File: src/rtl/h3t2_pkg.sv
// Shared types, constants and key table of the Hangul three-set to two-set converter.
package h3t2_pkg;

  localparam int unsigned NumKeys      = 39;
  localparam int unsigned NumLayerKeys = 5;
  localparam int unsigned FlagW        = 10;
  localparam int unsigned SlotW        = 3;

  localparam logic [15:0] TapTimeoutRst = 16'd300;

  // compose flag positions and groups
  localparam int unsigned FCho      = 0;
  localparam int unsigned FTieut    = 6;
  localparam int unsigned FJo       = 7;
  localparam int unsigned FJeu      = 8;
  localparam int unsigned FJu       = 9;
  localparam logic [FlagW-1:0] ChoBit   = 10'(1) << FCho;
  localparam logic [FlagW-1:0] DblMask  = 10'h03E;
  localparam logic [FlagW-1:0] JungMask = 10'h380;

  // HID usage of backspace, tapped ahead of a doubled consonant
  localparam logic [8:0] HidBspc = 9'h02A;

  typedef enum logic [1:0] {
    ACT_TAP       = 2'd0,
    ACT_LAYER_ON  = 2'd1,
    ACT_LAYER_OFF = 2'd2
  } action_e;

  typedef enum logic [2:0] {
    K_DBL   = 3'd0,
    K_INIT  = 3'd1,
    K_DUAL  = 3'd2,
    K_CMB   = 3'd3,
    K_VOW   = 3'd4,
    K_D     = 3'd5,
    K_PLAIN = 3'd6,
    K_LAYER = 3'd7
  } kind_e;

  typedef struct packed {
    kind_e      kind;
    logic [3:0] a;
    logic [3:0] b;
    logic [8:0] first;   // bit 8 is left shift
    logic [8:0] second;
  } key_entry_t;

  typedef struct packed {
    action_e    action;
    logic [7:0] code;
    logic       shift;
    logic [1:0] layer;
    logic       last;
  } res_t;

  // results of one accepted request, handed to the output queue
  typedef struct packed {
    logic [1:0] cnt;
    res_t       r0;
    res_t       r1;
  } push_t;

  function automatic key_entry_t ke(kind_e kind, logic [3:0] a, logic [3:0] b,
                                    logic [8:0] first, logic [8:0] second);
    key_entry_t e;
    e.kind   = kind;
    e.a      = a;
    e.b      = b;
    e.first  = first;
    e.second = second;
    return e;
  endfunction

  function automatic key_entry_t key_lookup(logic [5:0] key);
    key_entry_t e;
    case (key)
      6'd0:    e = ke(K_DBL,   4'd1, 4'd0, 9'h015, 9'h115);
      6'd1:    e = ke(K_INIT,  4'd0, 4'd0, 9'h016, 9'h000);
      6'd2:    e = ke(K_DBL,   4'd2, 4'd0, 9'h008, 9'h108);
      6'd3:    e = ke(K_INIT,  4'd0, 4'd0, 9'h009, 9'h000);
      6'd4:    e = ke(K_DUAL,  4'(FJeu), 4'(FJo), 9'h010, 9'h004);
      6'd5:    e = ke(K_DBL,   4'd3, 4'd0, 9'h014, 9'h114);
      6'd6:    e = ke(K_DBL,   4'd4, 4'd0, 9'h017, 9'h117);
      6'd7:    e = ke(K_INIT,  4'd0, 4'd0, 9'h007, 9'h000);
      6'd8:    e = ke(K_DBL,   4'd5, 4'd0, 9'h01A, 9'h11A);
      6'd9:    e = ke(K_DUAL,  4'(FJu), 4'(FJu), 9'h011, 9'h006);
      6'd10:   e = ke(K_DUAL,  4'(FJo), 4'(FJo), 9'h00B, 9'h01D);
      6'd11:   e = ke(K_INIT,  4'd0, 4'd0, 9'h01B, 9'h000);
      6'd12:   e = ke(K_DBL,   4'(FTieut), 4'd0, 9'h036, 9'h01B);
      6'd13:   e = ke(K_INIT,  4'd0, 4'd0, 9'h019, 9'h000);
      6'd14:   e = ke(K_INIT,  4'd0, 4'd0, 9'h00A, 9'h000);
      6'd15:   e = ke(K_CMB,   4'(FJo), 4'd0, 9'h00E, 9'h019);
      6'd16:   e = ke(K_CMB,   4'(FJo), 4'd0, 9'h012, 9'h014);
      6'd17:   e = ke(K_VOW,   4'd0, 4'd0, 9'h00C, 9'h009);
      6'd18:   e = ke(K_VOW,   4'd0, 4'd0, 9'h112, 9'h017);
      6'd19:   e = ke(K_CMB,   4'(FJu), 4'd0, 9'h00D, 9'h01B);
      6'd20:   e = ke(K_CMB,   4'(FJu), 4'd0, 9'h013, 9'h015);
      6'd21:   e = ke(K_VOW,   4'd0, 4'd0, 9'h018, 9'h01D);
      6'd22:   e = ke(K_VOW,   4'd0, 4'd0, 9'h113, 9'h016);
      6'd23:   e = ke(K_VOW,   4'd0, 4'd0, 9'h00B, 9'h01A);
      6'd24:   e = ke(K_VOW,   4'd0, 4'd0, 9'h01C, 9'h117);
      6'd25:   e = ke(K_VOW,   4'd0, 4'd0, 9'h011, 9'h006);
      6'd26:   e = ke(K_VOW,   4'd0, 4'd0, 9'h005, 9'h007);
      6'd27:   e = ke(K_VOW,   4'd0, 4'd0, 9'h010, 9'h008);
      6'd28:   e = ke(K_D,     4'd0, 4'd0, 9'h00F, 9'h00A);
      6'd29:   e = ke(K_VOW,   4'd0, 4'd0, 9'h004, 9'h004);
      6'd30:   e = ke(K_PLAIN, 4'd0, 4'd0, 9'h029, 9'h000);
      6'd31:   e = ke(K_LAYER, 4'd0, 4'd0, 9'h02A, 9'h000);
      6'd32:   e = ke(K_LAYER, 4'd1, 4'd0, 9'h02C, 9'h000);
      6'd33:   e = ke(K_LAYER, 4'd2, 4'd1, 9'h02C, 9'h000);
      6'd34:   e = ke(K_LAYER, 4'd3, 4'd2, 9'h02C, 9'h000);
      6'd35:   e = ke(K_LAYER, 4'd4, 4'd3, 9'h02C, 9'h000);
      6'd36:   e = ke(K_PLAIN, 4'd0, 4'd0, 9'h02C, 9'h000);
      6'd37:   e = ke(K_PLAIN, 4'd0, 4'd0, 9'h02A, 9'h000);
      6'd38:   e = ke(K_PLAIN, 4'd0, 4'd0, 9'h028, 9'h000);
      default: e = ke(K_PLAIN, 4'd0, 4'd0, 9'h000, 9'h000);
    endcase
    return e;
  endfunction

  function automatic res_t mk_tap(logic [8:0] code);
    res_t r;
    r.action = ACT_TAP;
    r.code   = code[7:0];
    r.shift  = code[8];
    r.layer  = 2'd0;
    r.last   = 1'b0;
    return r;
  endfunction

  function automatic res_t mk_layer(action_e act, logic [1:0] layer);
    res_t r;
    r.action = act;
    r.code   = 8'd0;
    r.shift  = 1'b0;
    r.layer  = layer;
    r.last   = 1'b0;
    return r;
  endfunction

endpackage

File: src/rtl/h3t2_if.sv
// Valid/ready channel interfaces for key events and output actions.
interface h3t2_in_if;
  logic        valid;
  logic        ready;
  logic [5:0]  key;
  logic        pressed;
  logic [15:0] now_ms;

  modport source (output valid, output key, output pressed, output now_ms, input ready);
  modport sink   (input valid, input key, input pressed, input now_ms, output ready);
endinterface

interface h3t2_out_if;
  logic       valid;
  logic       ready;
  logic [1:0] action;
  logic [7:0] code;
  logic       shift;
  logic [1:0] layer;
  logic       last;

  modport source (output valid, output action, output code, output shift, output layer,
                  output last, input ready);
  modport sink   (input valid, input action, input code, input shift, input layer,
                  input last, output ready);
endinterface

File: src/rtl/h3t2_ctrl.sv
// Compose flags, layer-key hold times and per-event result generation.
module h3t2_ctrl import h3t2_pkg::*; (
  input  logic        clk_i,
  input  logic        rst_ni,
  input  logic        acc_i,
  input  logic [5:0]  key_i,
  input  logic        pressed_i,
  input  logic [15:0] now_ms_i,
  input  logic [15:0] timeout_i,
  output push_t       push_o
);

  logic [FlagW-1:0] flags_q, flags_d;
  logic [15:0]      hold_q [NumLayerKeys];

  key_entry_t       e;
  logic             known;
  logic [SlotW-1:0] slot;
  logic [FlagW-1:0] abit, bbit, f;
  logic [15:0]      elapsed;
  logic             hold_we;
  logic [1:0]       n;
  res_t             r0, r1;

  always_comb begin
    e       = key_lookup(key_i);
    known   = key_i < 6'(NumKeys);
    slot    = e.a[SlotW-1:0];
    abit    = 10'(1) << e.a;
    bbit    = 10'(1) << e.b;
    elapsed = now_ms_i - hold_q[slot];
    f       = flags_q;
    hold_we = 1'b0;
    n       = 2'd0;
    r0      = '0;
    r1      = '0;

    if (known) begin
      if (e.kind == K_LAYER) begin
        if (pressed_i) begin
          hold_we = 1'b1;
          r0      = mk_layer(ACT_LAYER_ON, e.b[1:0]);
          n       = 2'd1;
        end else begin
          r0 = mk_layer(ACT_LAYER_OFF, e.b[1:0]);
          n  = 2'd1;
          if (elapsed < timeout_i) begin
            f  = '0;
            r1 = mk_tap(e.first);
            n  = 2'd2;
          end
        end
      end else if (pressed_i) begin
        case (e.kind)
          K_DBL: begin
            f = (f & abit) | ChoBit;
            if ((f & abit) != '0) begin
              r0 = mk_tap(HidBspc);
              r1 = mk_tap(e.second);
              n  = 2'd2;
              f  = f & ~abit;
            end else begin
              r0 = mk_tap(e.first);
              n  = 2'd1;
              f  = f | abit;
            end
          end
          K_INIT: begin
            f  = ChoBit;
            r0 = mk_tap(e.first);
            n  = 2'd1;
          end
          K_DUAL: begin
            f = f & ~DblMask & ~(JungMask & ~bbit);
            n = 2'd1;
            if (f[FCho]) begin
              f  = (f & ~ChoBit) | abit;
              r0 = mk_tap(e.first);
            end else begin
              f  = f | ChoBit;
              r0 = mk_tap(e.second);
            end
          end
          K_CMB: begin
            f = f & ~DblMask & ~(JungMask & ~abit);
            n = 2'd1;
            if (f[FCho]) begin
              f  = f & ~ChoBit;
              r0 = mk_tap(e.first);
            end else if ((f & abit) != '0) begin
              f  = f & ~abit;
              r0 = mk_tap(e.first);
            end else begin
              r0 = mk_tap(e.second);
            end
          end
          K_VOW: begin
            n = 2'd1;
            if (f[FCho]) begin
              r0 = mk_tap(e.first);
            end else begin
              r0 = mk_tap(e.second);
            end
            f = '0;
          end
          K_D: begin
            f = f & ~DblMask;
            n = 2'd1;
            if (f[FCho]) begin
              f  = f & ~(ChoBit | JungMask);
              r0 = mk_tap(e.first);
            end else if ((f & JungMask) != '0) begin
              f  = f & ~JungMask;
              r0 = mk_tap(e.first);
            end else begin
              r0 = mk_tap(e.second);
            end
          end
          default: begin
            f  = '0;
            r0 = mk_tap(e.first);
            n  = 2'd1;
          end
        endcase
      end
    end

    // mark the final result of this request
    if (n == 2'd1) r0.last = 1'b1;
    if (n == 2'd2) r1.last = 1'b1;

    flags_d = f;
    push_o.cnt = n;
    push_o.r0  = r0;
    push_o.r1  = r1;
  end

  always_ff @(posedge clk_i or negedge rst_ni) begin
    if (!rst_ni) begin
      flags_q <= '0;
      for (int i = 0; i < NumLayerKeys; i++) hold_q[i] <= '0;
    end else if (acc_i) begin
      flags_q <= flags_d;
      if (hold_we) hold_q[slot] <= now_ms_i;
    end
  end

endmodule

File: src/rtl/h3t2_outq.sv
// Two-entry result queue: the output register and the pending second tap.
module h3t2_outq import h3t2_pkg::*; (
  input  logic  clk_i,
  input  logic  rst_ni,
  input  logic  push_valid_i,
  input  push_t push_i,
  input  logic  out_ready_i,
  output logic  out_valid_o,
  output res_t  out_res_o,
  output logic  in_ready_o
);

  logic [1:0] cnt_q;
  res_t       s0_q, s1_q;
  logic       pop;

  assign out_valid_o = cnt_q != 2'd0;
  assign out_res_o   = s0_q;
  assign pop         = out_valid_o && out_ready_i;
  // take a request only when the queue is empty or drains empty this cycle
  assign in_ready_o  = (cnt_q == 2'd0) || (cnt_q == 2'd1 && out_ready_i);

  always_ff @(posedge clk_i or negedge rst_ni) begin
    if (!rst_ni) begin
      cnt_q <= 2'd0;
    end else if (push_valid_i) begin
      cnt_q <= push_i.cnt;
    end else if (pop) begin
      cnt_q <= cnt_q - 2'd1;
    end
  end

  always_ff @(posedge clk_i) begin
    if (push_valid_i) begin
      s0_q <= push_i.r0;
      s1_q <= push_i.r1;
    end else if (pop) begin
      s0_q <= s1_q;
    end
  end

  a_cnt_range: assert property (@(posedge clk_i) disable iff (!rst_ni)
    cnt_q != 2'd3) else $error("result queue count out of range");

  a_follow_pending: assert property (@(posedge clk_i) disable iff (!rst_ni)
    (out_valid_o && !s0_q.last) |-> cnt_q == 2'd2)
    else $error("non-final result shown without its follower queued");

  a_advance: assert property (@(posedge clk_i) disable iff (!rst_ni)
    (pop && !push_valid_i && cnt_q == 2'd2) |=> (s0_q == $past(s1_q) && s0_q.last))
    else $error("second result not advanced to output");

endmodule

File: src/rtl/hangul_three_to_two_set_key_converter_core.sv
// Top level of the Hangul three-set to two-set key converter.
//
//  port         dir   handshake        carries
//  in_i         sink  valid/ready      key, pressed, now_ms
//  out_o        src   valid/ready      action, code, shift, layer, last
//  cfg_*_i      in    write enable     tap_timeout_ms
//
// The first result of a request appears in the output register the cycle after
// it is accepted. The single output register drains one result a cycle while
// out_o is ready; a request with two results holds off the next until both leave.
// Reset clears the compose flags and hold times and sets the timeout to 300.
// A stalled output holds its result; a new request is taken while the queue is
// empty or in the cycle the last queued result leaves.
module hangul_three_to_two_set_key_converter_core import h3t2_pkg::*; (
  input  logic        clk_i,
  input  logic        rst_ni,
  h3t2_in_if.sink     in_i,
  h3t2_out_if.source  out_o,
  input  logic        cfg_we_i,
  input  logic [15:0] cfg_wdata_i
);

  logic [15:0] timeout_q;
  logic        acc;
  logic        in_ready;
  push_t       push;
  res_t        res;
  logic        out_valid;

  always_ff @(posedge clk_i or negedge rst_ni) begin
    if (!rst_ni) begin
      timeout_q <= TapTimeoutRst;
    end else if (cfg_we_i) begin
      timeout_q <= cfg_wdata_i;
    end
  end

  assign in_i.ready = in_ready;
  assign acc        = in_i.valid && in_ready;

  h3t2_ctrl u_ctrl (
    .clk_i     (clk_i),
    .rst_ni    (rst_ni),
    .acc_i     (acc),
    .key_i     (in_i.key),
    .pressed_i (in_i.pressed),
    .now_ms_i  (in_i.now_ms),
    .timeout_i (timeout_q),
    .push_o    (push)
  );

  h3t2_outq u_outq (
    .clk_i        (clk_i),
    .rst_ni       (rst_ni),
    .push_valid_i (acc),
    .push_i       (push),
    .out_ready_i  (out_o.ready),
    .out_valid_o  (out_valid),
    .out_res_o    (res),
    .in_ready_o   (in_ready)
  );

  assign out_o.valid  = out_valid;
  assign out_o.action = res.action;
  assign out_o.code   = res.code;
  assign out_o.shift  = res.shift;
  assign out_o.layer  = res.layer;
  assign out_o.last   = res.last;

endmodule
File: src/flat_wrapper.sv
// flat-port wrapper written by rule: the top's interface ports become plain ports
module hangul_three_to_two_set_key_converter_core_flat import h3t2_pkg::*;
  (clk_i, rst_ni, cfg_we_i, cfg_wdata_i, in_i_valid, in_i_key, in_i_pressed, in_i_now_ms, in_i_ready, out_o_valid, out_o_action, out_o_code, out_o_shift, out_o_layer, out_o_last, out_o_ready);
  h3t2_in_if in_i_i ();
  h3t2_out_if out_o_i ();
  input  logic clk_i;
  input  logic rst_ni;
  input  logic cfg_we_i;
  input  logic [15:0] cfg_wdata_i;
  input wire logic [$bits(in_i_i.valid)-1:0] in_i_valid;
  input wire logic [$bits(in_i_i.key)-1:0] in_i_key;
  input wire logic [$bits(in_i_i.pressed)-1:0] in_i_pressed;
  input wire logic [$bits(in_i_i.now_ms)-1:0] in_i_now_ms;
  output wire logic [$bits(in_i_i.ready)-1:0] in_i_ready;
  output wire logic [$bits(out_o_i.valid)-1:0] out_o_valid;
  output wire logic [$bits(out_o_i.action)-1:0] out_o_action;
  output wire logic [$bits(out_o_i.code)-1:0] out_o_code;
  output wire logic [$bits(out_o_i.shift)-1:0] out_o_shift;
  output wire logic [$bits(out_o_i.layer)-1:0] out_o_layer;
  output wire logic [$bits(out_o_i.last)-1:0] out_o_last;
  input wire logic [$bits(out_o_i.ready)-1:0] out_o_ready;
  assign in_i_i.valid = in_i_valid;
  assign in_i_i.key = in_i_key;
  assign in_i_i.pressed = in_i_pressed;
  assign in_i_i.now_ms = in_i_now_ms;
  assign in_i_ready = in_i_i.ready;
  assign out_o_valid = out_o_i.valid;
  assign out_o_action = out_o_i.action;
  assign out_o_code = out_o_i.code;
  assign out_o_shift = out_o_i.shift;
  assign out_o_layer = out_o_i.layer;
  assign out_o_last = out_o_i.last;
  assign out_o_i.ready = out_o_ready;
  hangul_three_to_two_set_key_converter_core u_core (.clk_i(clk_i), .rst_ni(rst_ni), .in_i(in_i_i), .out_o(out_o_i), .cfg_we_i(cfg_we_i), .cfg_wdata_i(cfg_wdata_i));
endmodule
File: config.mk
export PLATFORM = sky130hd
export DESIGN_NAME = hangul_three_to_two_set_key_converter_core_flat
export DESIGN_NICKNAME = d
export VERILOG_FILES = /design/src/rtl/h3t2_pkg.sv /design/src/rtl/h3t2_if.sv /design/src/rtl/h3t2_ctrl.sv /design/src/rtl/h3t2_outq.sv /design/src/rtl/hangul_three_to_two_set_key_converter_core.sv /design/src/flat_wrapper.sv
export SDC_FILE = /design/constraint.sdc
export NUM_CORES = 1
export LEC_CHECK = 0
export ABC_AREA = 1
export BUFFER_PORTS_ARGS = -buffer_cell sky130_fd_sc_hd__buf_2
export CAP_MARGIN = 20
export CORE_MARGIN = 1.5
export CORE_UTILIZATION = 50
export DETAILED_ROUTE_END_ITERATION = 8
export PLACE_DENSITY = 0.74
export SLEW_MARGIN = 20
export SYNTH_ARGS = -nofsm -noshare
export SYNTH_HDL_FRONTEND = slang
export SYNTH_SLANG_ARGS = --single-unit
export TNS_END_PERCENT = 5
File: constraint.sdc
create_clock -name clk_i -period 6.9 [get_ports clk_i]
set_input_delay 1.38 -clock clk_i [delete_from_list [all_inputs] [get_ports clk_i]]
set_output_delay 1.38 -clock clk_i [all_outputs]
set_load 0.02 [all_outputs]
# After elaboration in Yosys (flattened, before gate mapping)
# Memory sizes are Yosys's and may differ from the RTL's.
# Index checks and enable logic that the tools add are counted.
[word_totals]
ff_bits = 136
mem_bits_ro = 1536
wordCells = 124
output_inout_bits = 16
in_bits = 44
mem_count = 1
[memory_table]
columns = ["memory", "words", "word_bits", "rd", "rd_clocked_by_memory_dff", "write_ports", "line", "source"]
rows = [
  ["(name not given)", 64, 24, 1, 0, 0, "h3t2_pkg.sv:77", "case (key)"],
]
[classes]
mux = 51
add_sub_neg = 2
shifts = 2
bitwise_logic = 14
eq_ne = 12
n_lt_le_gt_ge = 4
n_reduce_logical = 18
[ops]
columns = ["operator", "count"]
rows = [
  ["two-way mux 12 bit", 13],
  ["two-way mux 10 bit", 10],
  ["two-way mux 14 bit", 6],
  ["bitwise mux 80 bit", 1],
  ["bitwise AND 10 bit", 7],
  ["one-hot mux 14 bit (5 select lines)", 1],
  ["one-hot mux 10 bit (5 select lines)", 1],
  ["binary-select mux 16 bit (select 3 bit)", 1],
  ["demux 16 bit (select 3 bit)", 1],
  ["two-way mux 16 bit", 3],
  ["inverter 10 bit", 4],
  ["nonzero test 10 bit", 3],
  ["bitwise OR 10 bit", 2],
  ["left shift 1 x 4 -> 10 bit, first input constant", 2],
  ["two-way mux 2 bit", 9],
  ["less-than comparator 16 bit", 1],
  ["subtractor 16 bit", 1],
  ["AND reduction 6 bit", 2],
  ["== test 3 bit, second input constant", 3],
  ["nonzero test 2 bit", 4],
  ["== test 3 x 2 -> 1 bit, second input constant", 2],
  ["less-than comparator 6 bit, second input constant", 1],
  ["two-way mux 1 bit", 5],
  ["AND reduction 5 bit", 1],
  ["other kinds (14)", 19],
]

# Logic depth before layout (Yosys ltp)
# Gate-level depths: netlist of run 1.
# An unclocked memory read counts as a cell.
[depth]
word_depth = 15
mapped_depth = 37
mapped_depth_nobuf = 36

# By module
# Synthesis of run 1 repeated with hierarchy kept, for this count alone.
[hier_totals]
cells_unflattened = 1179
area_unflattened_um2 = 8931.1
[modules_own_cells]
columns = ["module", "cells_each", "seq_area_each_um2", "area_each_um2", "n_inst"]
rows = [
  ["h3t2_ctrl", 1014, 2252.2, 7068.0, 1],
  ["h3t2_outq", 95, 890.9, 1206.2, 1],
  ["hangul_three_to_two_set_key_converter_core", 70, 405.4, 656.9, 1],
]

# Worst setup path after synthesis of run 1
# OpenSTA, ideal clock, no wires.
[synth_path]
path_type = "input to register"
startpoint = "input in_i_key[0]"
endpoint = "register u_core.u_ctrl.flags_q[8]"
setup_ns = 0.124
t_required_ns = 6.776
path_stages = 35
t_arrival_ns = 6.082
path_slack_ns = 0.694
n_path_buf = 0
cell_sequence = "inv_1 -> ha_1 -> inv_1 -> nand2_1 -> nand3_1 -> nand2_1 -> a21oi_1 -> nor2_1 -> inv_1 -> nor2_4 -> a22oi_1 -> nand2_1 -> a221oi_1 -> inv_1 -> fa_1 -> o31ai_1 -> inv_1 -> o221ai_1 -> nand2_1 -> nand2_1 -> a21oi_1 -> o21ai_0 -> xor2_1 -> inv_1 -> ha_1 -> nand2_1 -> nor2_1 -> a21oi_1 -> nand3_1 -> nand2_1 -> nand2_1 -> a21oi_1 -> inv_1 -> nand2_1 -> o21ai_1"
[synth_between]
elab_chain_len = 12
word_cells_on_any_way = 43
classes_between = "add/sub: 1; order compare: 2; eq/ne: 7; shift: 2; mux: 10; bitwise: 14; reduce/logical: 6; memory: 1"
[synth_lines]
columns = ["item", "line", "source"]
rows = [
  ["start: declaration", "flat_wrapper.sv:11", "input wire logic [$bits(in_i_i.key)-1:0] in_i_key;"],
  ["branches (longest 12 deep; another with memory (64 x 24 bit))", "-", ""],
  ["end signal: assignment", "h3t2_ctrl.sv:143", "flags_q <= flags_d;"],
  ["end: declaration", "h3t2_ctrl.sv:13", "logic [FlagW-1:0] flags_q, flags_d;"],
]
# Parallel ways; which one is timed is not known. The select of a mux whose other input is x is not followed.
# A chain may end at the register's enable or synchronous reset.

# Final worst setup path of run 1
[layout_path]
startpoint = "input in_i_key[1]"
endpoint = "register u_core.u_ctrl.flags_q[8]"
# Same word-level chain as after synthesis.

==> flow_summary.yaml, run 1 <==
routing:
  vias: 7661
  via_per_inst: 5.580
  remaining_drc_errors: 0
  drt-total-wl_um: 22360
  ant_nets: 0
  post_drt_wl_per_cell_um: 16.29
  drt_iter0_markers: 654
  first_pass_iters: 5
global_routing:
  grt_antenna_before_repair: 0
  grt_pass1_wl_um: 36160
  grt_max_degree: 61
  overflow: 0
  grt_pass1_vias: 7123
  track_usage: 0.2742
setup_path:
  critPathMaxStageDelay_ps: 440
  crit_slowest_cell: "a221oi_1"
  worstPathArrival_ps: 6700
  critPathMaxFanout: 10
  critPathKind: "in -> reg"
  critPathTopFamily: "compound AO/OA/AOI/OAI gates"
  worstPathRequired_ps: 7210
  rr_endpoint: "u_core.u_ctrl.flags_q[8]"
  critPathBufInv: 5
  r2r_slack_ps: 2660
  r2r_cells: 25
  startpoint: "in_i_key[1]"
  end_kind: "flop"
  cp-start-kind: "input port"
  r2r-start: "u_core.u_ctrl.hold_q[52]"
  cp_common_cell: "nand2_1"
clock_network:
  cts_tree: "done"
  root_buffer: "clkbuf_16"
  clkLatencyLatePin_ps: 430
  cts_resized: 0
  cts_max_level: 4
  clock_path_buffers: 2
  clock-sinks: 128
  post_cts_buffers: 0
  cts_hold_buffers: 0
  clk_pin_slew_ps: 60
  numCtsBuffers: 17
yosys:
  synthTopCellsByArea: "dfrtp_1, nand2_1, edfxtp_1, o21ai_0, ha_1"
  synth_cells: 1084
  yosysSeqAreaShare: 0.4041
  synth_top_area_cell: "dfrtp_1"
  async_reset_ff_frac: 0.8438
  ys_types: 51
  syn_area_um2: 8187
  avgSynthCellArea_um2: 7.552
  yosys_register_bits: 128
  synth.most_common_cell: "nand2_1"
  yosysWarnings: 0
  synthTopCellsByCount: "nand2_1, inv_1, o21ai_0, dfrtp_1, nand3_1"
  yosys_most_used_dff: "dfrtp_1"
  synth_edf_count: 20
  synth_top_area_frac: 0.3179
placed_design:
  port-buffer-count: 57
  dp.cells: 1341
  dpl_cell_area_um2: 8696
  pre_cts_ws_ps: 143.0
  place_hpwl_um: 16330
  gp_congestion: 0.9780
die:
  die_h_um: 131.0
  core-area_um2: 15940
  rows: 46
  die-area_um2: 17150
  start_util: 0.5135
  io_pins: 60
  fp.dieW_um: 131.0
hold_path:
  holdCritPathClass: "reg -> reg"
  holdPathEnd: "u_core.u_outq.cnt_q[1]"
  min_from: "u_core.u_outq.cnt_q[1]"
  holdPathStages: 2
cells_and_area:
  areaGrowthSynthToFinish_pct: 13.50
  fin_area_um2: 9291
  final-instance-count-excl-fill: 1373
  drive_above_1_share: 0.1366
  fin_util: 0.5828
  fin_nets: 1229
  antennaDiodeCount: 0
timing:
  hold_viol_final: 0
  finalSetupViolCount: 0
  fmax_mhz: 156.5
  clock_skew_ps: 11.52
  period_minus_slack_ps: 6388
  setup_slack_ps: 512.1
  final.setup.tns_ps: 0
  worstMarginPinSlew_ps: 775.7
  fin_crit_sh: 0.9258
  final_max_slew_viol_count: 0
  hold_ws_ps: 487.7
  relSlewSlack: 0.4829
pwr:
  power_mw: 2.508
  p_leak_nw: 4.622
  power_density_nw_per_um2: 269.9
  ir_drop_mv: 0.2155
run:
  drv_cap: 0
run_status:
  status: "finished clean"
[state kept, by name, indices dropped and copies added (netlist names)]
register,count
u_core.u_ctrl.flags_q,10
u_core.u_outq.cnt_q,2
u_core.timeout_q,16
u_core.u_outq.s1_q,8
u_core.u_outq.out_res_o,12
u_core.u_ctrl.hold_q,80
[cells by family after synthesis]
kind of cell / Yosys count / synth area share
and+or+nand+nor: 492 / 0.2601
other: 1 / 0.0004581
adders and majority gates: 41 / 0.06358
xor gates and xnor gates: 15 / 0.01605
AOI/OAI and AO/OA: 248 / 0.1732
buffers and inverters: 158 / 0.08115
DFF: 128 / 0.4041
muxes: 1 / 0.001375
[routing by layer]
metal / track usage / part of all wire / up-vias
met5: 0 / 0 / -
met4: 0.1138 / 0.023 / 0
met3: 0.06067 / 0.073 / 44
met2: 0.4059 / 0.44 / 332
met1: 0.3878 / 0.46 / 3546
li1: - / - / 3739
[worst min-delay path: stages (launching register included)]
cell and delay, ps:
dfrtp_1 340, nand2_1 60, nand2_1 60
[layout make-up]
type	count	area (um^2)
multi-input combinational	799	4234
timing repair buffer	79	452.9
fill	1438	6651
inverter	119	446.7
clock buffer	20	457.9
sequential	128	3308
tap	216	270.3
clock inverter	12	121.4
[how the worst max path moves through the flow]
stage                                          end  slack (ps)  cells after the start
after floorplan           u_core.u_ctrl.flags_q[8]         690                     35
after global placement    u_core.u_ctrl.flags_q[8]         340                     37
after detailed placement  u_core.u_ctrl.flags_q[8]         140                     36
after CTS                 u_core.u_ctrl.flags_q[8]         570                     36
after global routing      u_core.u_ctrl.flags_q[8]          -9                     37
final                     u_core.u_ctrl.flags_q[8]         510                     33
[power by group]
part | switching [mW] | internal (mW)
clock | 0.360 | 0.524
combinational | 0.455 | 0.226
sequential | 0.0518 | 0.891
[cell usage in the layout, fill, tap and decap left out, types with 6 or more instances in the layout]
cell type  Yosys  layout
a221oi_1      12      11
nor2_2         5       6
o21ai_1       27      27
inv_2          7       7
nand2_2        9      10
ha_1          40      40
o211ai_1       7       7
nand4_1       13      13
a21oi_1       55      55
dfrtp_1      104     104
nor2_1        48      47
clkbuf_16      0      18
nor3_1        10      10
edfxtp_1      20      20
a22oi_1       10      10
inv_6          0       6
buf_2         15      56
nor2_4         8       8
o31ai_1        7       6
buf_4          6      23
nand2_1      331     330
xnor2_1        6       6
inv_1        112     112
o21ai_0      108     108
xor2_1         9       9
nand3_1       59      59
No activity file was read; power rests on OpenSTA's default activity.
==> run 2, diff against run 1 <==
--- a/config.mk
+++ b/config.mk
@@ -15,5 +15,6 @@
 export SLEW_MARGIN = 20
 export SYNTH_ARGS = -nofsm -noshare
 export SYNTH_HDL_FRONTEND = slang
+export SYNTH_HIERARCHICAL = 1
 export SYNTH_SLANG_ARGS = --single-unit
 export TNS_END_PERCENT = 5
==> constraint.sdc (replaced) <==
create_clock -name clk_i -period 7.1 [get_ports clk_i]
set_input_delay 1.42 -clock clk_i [delete_from_list [all_inputs] [get_ports clk_i]]
set_output_delay 1.42 -clock clk_i [all_outputs]
set_load 0.02 [all_outputs]
==> run 2 against run 1 <==
Net effect: wire length up 5.0%; critical endpoint is now u_core/u_ctrl/flags_q[9]; total power up 25%; combinational power up 60%.
==> flow_summary.yaml, run 2 <==
cells_and_area:
  drive_above_1_share: 0.1671
  fin_util: 0.5838
  fin_nets: 1341
  final_common_cell: "nand2_1"
  areaGrowthSynthToFinish_pct: 13.46
  final_cell_mix: "nand2_1, inv_1, dfrtp_1"
  largest_reg_flops: 80
  antennaDiodeCount: 0
  num-fill-cells: 1588
  top_register: "u_core/u_ctrl/hold_q"
  reg_top3: "u_core/u_ctrl/hold_q: 80 flops, u_core/timeout_q: 16 flops"
timing:
  final_max_slew_viol_count: 0
  final.setup.tns_ps: 0
  hold_ws_ps: 466.1
  hold_viol_final: 0
  fin_crit_sh: 0.9015
  worstMarginPinSlew_ps: 920.2
  period_minus_slack_ps: 6401
  relSlewSlack: 0.3865
  fmax_mhz: 156.2
  finalSetupViolCount: 0
  clock_skew_ps: 8.573
pwr:
  seq_power_share: 0.355
  power_mw: 3.136
  p_sw_frac: 0.3752
  combPwrFrac: 0.347
  clock_power_share: 0.298
  power_density_nw_per_um2: 309.4
  internal-power_mw: 1.959
  p_leak_nw: 5.002
  switchingPower_mw: 1.177
  ir_drop_mv: 0.2311
yosys:
  yosys_register_bits: 136
  yosys_most_used_dff: "dfrtp_1"
  async_reset_ff_frac: 0.7941
  yosysWarnings: 6
  syn_area_um2: 8931
  synth_cells: 1179
  synthTopCellsByCount: "nand2_1, inv_1, dfrtp_1, a21oi_1"
  synth.most_common_cell: "nand2_1"
  synth_top_area_cell: "dfrtp_1"
  synthTopCellsByArea: "dfrtp_1, nand2_1, edfxtp_1, ha_1, inv_1"
  ys_types: 63
  yosysSeqAreaShare: 0.3973
  synth_top_area_frac: 0.2914
  avgSynthCellArea_um2: 7.575
  synth_edf_count: 28
routing:
  drt_iter0_markers: 668
  remaining_drc_errors: 0
  first_pass_iters: 5
  drt-total-wl_um: 23480
  ant_nets: 0
  vias: 8139
  post_drt_wl_per_cell_um: 15.71
  via_per_inst: 5.448
clock_network:
  cts_tree: "done"
  numCtsBuffers: 17
  clk_pin_slew_ps: 60
  clock-sinks: 136
  clock_path_buffers: 2
  root_buffer: "clkbuf_16"
  clkLatencyLatePin_ps: 430
  cts_max_level: 4
setup_path:
  cp-start-kind: "input port"
  critPathMaxFanout: 9
  crit_slowest_cell: "ha_1"
  end_kind: "flop"
  cp_common_cell: "nand2_1"
  critPathKind: "in -> reg"
  critPathMaxStageDelay_ps: 360
  worstPathRequired_ps: 7470
  worstPathArrival_ps: 6770
global_routing:
  grt_pass1_vias: 7789
  track_usage: 0.2649
  grt_max_degree: 73
  grt_antenna_before_repair: 0
  grt_pass1_wl_um: 38700
  overflow: 0
hold_path:
  holdCritPathClass: "reg -> reg"
die:
  fp.dieW_um: 136.7
  start_util: 0.5146
  rows: 48
  die_h_um: 136.7
  core-area_um2: 17360
  die-area_um2: 18670
  io_pins: 60
placed_design:
  gp_congestion: 0.9699
  place_hpwl_um: 17160
  port-buffer-count: 59
run_status:
  status: "finished clean"
run:
  drv_cap: 0
[run 2: area by class of cell]
type	instances	area [um^2]	area share
inverters	138	533.0	0.05260
repair buffers	101	613.1	0.06050
clock buffers	18	439.2	0.04334
clock inverters	14	180.2	0.01778
flip-flops and latches	136	3548	0.3502
multi-input cells	862	4538	0.4478
well taps	225	281.5	0.02778
[run 2: power by group through the flow]
stage	Clock, mW	Sequential, mW	Combinational, mW
floorplan	0	1.15	0.746
detailed placement	0	1.13	1.07
global route	0.978	1.14	1.23
CTS	0.948	1.11	1.08
finish	0.935	1.11	1.09
global placement	0	1.12	1.05
[run 2: layer usage]
metal	part of all wire	GRT usage	up-vias
li1	-	-	4019
met1	0.42	0.3359	3712
met2	0.48	0.4419	336
met3	0.066	0.04370	72
met4	0.034	0.1223	0
met5	0	0	-
[run 2: logic make-up (layout without fill, tap and decap cells)]
family / after synthesis / after routing / synth area share
flops: 136 / 136 / 0.3973
simple gates: 561 / 561 / 0.2737
mux: 1 / 1 / 0.001261
compound gates: 238 / 238 / 0.1558
xor+xnor: 13 / 13 / 0.01429
buf+inv: 188 / 271 / 0.09891
fa+ha+maj: 41 / 41 / 0.05828
other cells: 1 / 8 / 0.0004199
[run 2: path summary, 6_finish.rpt]
check	startpoint	endpoint	slack, ps	cells past startpoint
max reg2reg	u_core/u_ctrl/hold_q[64]	u_core/u_ctrl/flags_q[9]	2690	30
max	in_i_key[0]	u_core/u_ctrl/flags_q[9]	700	34
min in group asynchronous	rst_ni	u_core/u_ctrl/flags_q[2]	940	1
min reg2reg	u_core/timeout_q[8]	u_core/timeout_q[8]	470	2
max in group asynchronous	rst_ni	u_core/timeout_q[13]	4850	2
min	u_core/timeout_q[8]	u_core/timeout_q[8]	470	2
[run 2: what timing repair did]
action	CTS	global route
resized for setup	0	7
hold buffers	0	0
setup endpoints to repair	0	13
setup buffers	0	2
[run 2: worst max-delay path, delay by kind of cell]
| kind | cells | cell delay [ps] |
|---|---|---|
| AO/OA/AOI/OAI | 11 | 1780 |
| AND/OR/NAND/NOR | 11 | 1240 |
| buffers and inverters | 8 | 1000 |
| adder cells (fa/ha/maj) | 3 | 990 |
| XOR/XNOR | 1 | 340 |
[run 2: through the flow]
step | instances | setup slack [ps] | instance area (um^2)
floorplan | 1186 | 630.8 | 8957
global placement | 1460 | 203.0 | 9487
detailed placement | 1460 | -48.06 | 9487
CTS | 1492 | 416.4 | 10110
global route | 1494 | -8.671 | 10130
finish | 1494 | 699.4 | 10130
==> run 3, diff against run 2 <==
--- a/config.mk
+++ b/config.mk
@@ -5,7 +5,7 @@
 export SDC_FILE = /design/constraint.sdc
 export NUM_CORES = 1
 export LEC_CHECK = 0
-export ABC_AREA = 1
+export ABC_AREA = 0
 export BUFFER_PORTS_ARGS = -buffer_cell sky130_fd_sc_hd__buf_2
 export CAP_MARGIN = 20
 export CORE_MARGIN = 1.5
==> run 3 against run 2 <==
Net effect: critical path depth is 3 lower; register-to-register slack worse by 370 ps; area after synthesis is 1.1% higher; core utilization is 3.0 points higher; setup slack worse by 330 ps; sequential power is 8% lower; die area is 1.0% higher; first-iteration DRC count is 12% lower; wire length is 0.32% higher; critical path type unchanged; critical endpoint is now u_core/u_ctrl/flags_q[6]; largest power group unchanged.
==> flow_summary.yaml, run 3 <==
cells_and_area:
  final-instance-count-excl-fill: 1263
  final_cell_mix: "nand2_1, dfrtp_1, mux2_2"
  regArea_um2: 3548
  reg_top3: "u_core/u_ctrl/hold_q: 80 flops, u_core/timeout_q: 16 flops"
  top_register: "u_core/u_ctrl/hold_q"
  fin_area_um2: 10730
  largest_reg_flops: 80
  areaGrowthSynthToFinish_pct: 18.88
  multi_input_area_um2: 5094
  num-fill-cells: 1453
  drive_above_1_share: 0.3269
  final_common_cell: "nand2_1"
  fin_nets: 1109
clock_network:
  numCtsBuffers: 17
  cts_max_level: 4
  clock_path_buffers: 2
  clock-sinks: 136
  clkLatencyLatePin_ps: 430
  root_buffer: "clkbuf_16"
  clk_pin_slew_ps: 60
  cts_tree: "done"
  cts_hold_buffers: 0
timing:
  fin_crit_sh: 0.9478
  worstMarginPinSlew_ps: 1093
  final_max_slew_viol_count: 0
  fmax_mhz: 148.6
  hold_ws_ps: 489.8
  relSlewSlack: 0.2707
  finalSetupViolCount: 0
  clock_skew_ps: 6.118
  hold_viol_final: 0
  period_minus_slack_ps: 6730
  final.setup.tns_ps: 0
setup_path:
  cp-start-kind: "input port"
  worstPathRequired_ps: 7410
  critPathMaxFanout: 11
  worstPathArrival_ps: 7040
  end_kind: "flop"
  crit_slowest_cell: "a221o_1"
  critPathMaxStageDelay_ps: 350
  critPathKind: "in -> reg"
run_status:
  status: "finished clean"
placed_design:
  dpl_cell_area_um2: 9963
  gp_congestion: 0.9170
  dp.cells: 1228
  port-buffer-count: 59
  place_hpwl_um: 16570
global_routing:
  grt_pass1_vias: 7375
  track_usage: 0.2614
  grt_pass1_wl_um: 37930
  grt_antenna_before_repair: 1
  grt_max_degree: 78
  overflow: 0
pwr:
  power_mw: 2.823
  clock_power_share: 0.353
  ir_drop_mv: 0.2145
  power_density_nw_per_um2: 263.1
  switchingPower_uw: 885.4
  p_sw_frac: 0.3137
  seq_power_share: 0.362
  internal-power_mw: 1.937
  p_leak_nw: 4.804
  combPwrFrac: 0.285
die:
  fp.dieW_um: 137.4
  core-area_um2: 17480
  start_util: 0.5164
  die-area_um2: 18870
  die_h_um: 137.4
  io_pins: 60
  rows: 48
routing:
  remaining_drc_errors: 0
  via_per_inst: 6.083
  ant_nets: 0
  vias: 7683
  drt_iter0_markers: 585
  first_pass_iters: 5
  post_drt_wl_per_cell_um: 18.65
  drt-total-wl_um: 23550
yosys:
  syn_area_um2: 9025
  async_reset_ff_frac: 0.7941
  synth_top_area_frac: 0.2884
  synth_cells: 910
  yosys_most_used_dff: "dfrtp_1"
  ys_types: 92
  synth_top_area_cell: "dfrtp_1"
  synth_edf_count: 28
  yosysSeqAreaShare: 0.3932
  synth.most_common_cell: "nand2_1"
  avgSynthCellArea_um2: 9.917
  synthTopCellsByCount: "nand2_1, dfrtp_1, mux2_2, nor2_1"
  synthTopCellsByArea: "dfrtp_1, mux2_2, edfxtp_1, ha_1, nand2_1"
  yosys_register_bits: 136
  yosysWarnings: 6
run:
  drv_cap: 0
hold_path:
  holdCritPathClass: "reg -> reg"
==> run 3: cell count changes in the layout (fill, tap and decap cells not counted), sizes merged, moves of 14 or more <==
cell   previous run  this run
inv             144        45
a21oi            88        41
nor3             13        27
buf             101       147
nand3            52        25
o21ai            91        40
a31oi             1        20
and3              0        19
nand2           372       128
mux2              1       111
nor2            108        52
==> run 3: what timing repair did <==
item / in CTS / in global routing
resized for setup: 0 / 19
setup buffers: 0 / 2
endpoints found under the setup margin: 0 / 19
==> run 3: critical path, delay by kind of cell <==
family | cells | cell delay [ps]
buffers and inverters | 7 | 1000
XOR/XNOR | 1 | 160
adder cells (fa/ha/maj) | 3 | 750
AND/OR/NAND/NOR | 6 | 940
AO/OA/AOI/OAI | 14 | 2760
==> run 3: worst paths after layout <==
check	start	end	slack [ps]	cells after the start
max in group asynchronous	rst_ni	u_core/u_ctrl/hold_q[4]	4870	2
worst max register to register	u_core/u_ctrl/hold_q[18]	u_core/u_ctrl/flags_q[6]	2320	23
worst max-delay path	in_i_key[1]	u_core/u_ctrl/flags_q[6]	370	31
worst min register to register	u_core/u_ctrl/hold_q[14]	u_core/u_ctrl/hold_q[14]	490	1
worst min-delay path	u_core/u_ctrl/hold_q[14]	u_core/u_ctrl/hold_q[14]	490	1
min in group asynchronous	rst_ni	u_core/u_outq/cnt_q[1]	930	1
==> run 3: area by class of cell <==
cell class                 count  share of cell area
antenna                        1           0.0002332
clock inverter                15             0.02192
sequential                   136              0.3307
multi-input combinational    684              0.4748
timing repair buffer         147             0.09318
tap                          225             0.02624
inverter                      38             0.01329
clock buffer                  17             0.03965
==> run 3: stage by stage <==
| step | setup slack [ps] | utilization |
|---|---|---|
| after floorplan | 23.00 | - |
| after global placement | -108.8 | 0.5701 |
| after detailed placement | -218.4 | 0.5701 |
| after CTS | 192.7 | 0.6079 |
| after global routing | -35.62 | 0.6138 |
| final | 370.3 | 0.6139 |
==> run 3: power groups by stage <==
stage / clock network, mW / registers [mW] / logic (mW)
finish: 0.996 / 1.02 / 0.805
global route: 1.04 / 1.04 / 0.882
CTS: 1.01 / 1.02 / 0.786
detailed placement: 0 / 1.04 / 0.776
global placement: 0 / 1.03 / 0.756
floorplan: 0 / 1.06 / 0.505
==> run 3: logic make-up after synthesis <==
family                     Yosys count  synth area share
and+or+nand+nor                    310            0.1740
other                                1         0.0004155
AOI/OAI and AO/OA                  194            0.1524
xor gates and xnor gates            14           0.01359
buffers and inverters               97           0.05657
adders and majority gates           41           0.05767
DFF                                136            0.3932
muxes                              117            0.1522
==> run 3: metal layers <==
metal | share of wire | wire, um | vias to the layer above | GRT usage
met2 | 0.49 | 11520 | 327 | 0.4316
met4 | 0.032 | 764 | 0 | 0.1257
met5 | 0 | 0 | - | 0
met1 | 0.42 | 9927 | 3737 | 0.3304
li1 | - | - | 3551 | -
met3 | 0.057 | 1337 | 68 | 0.04930
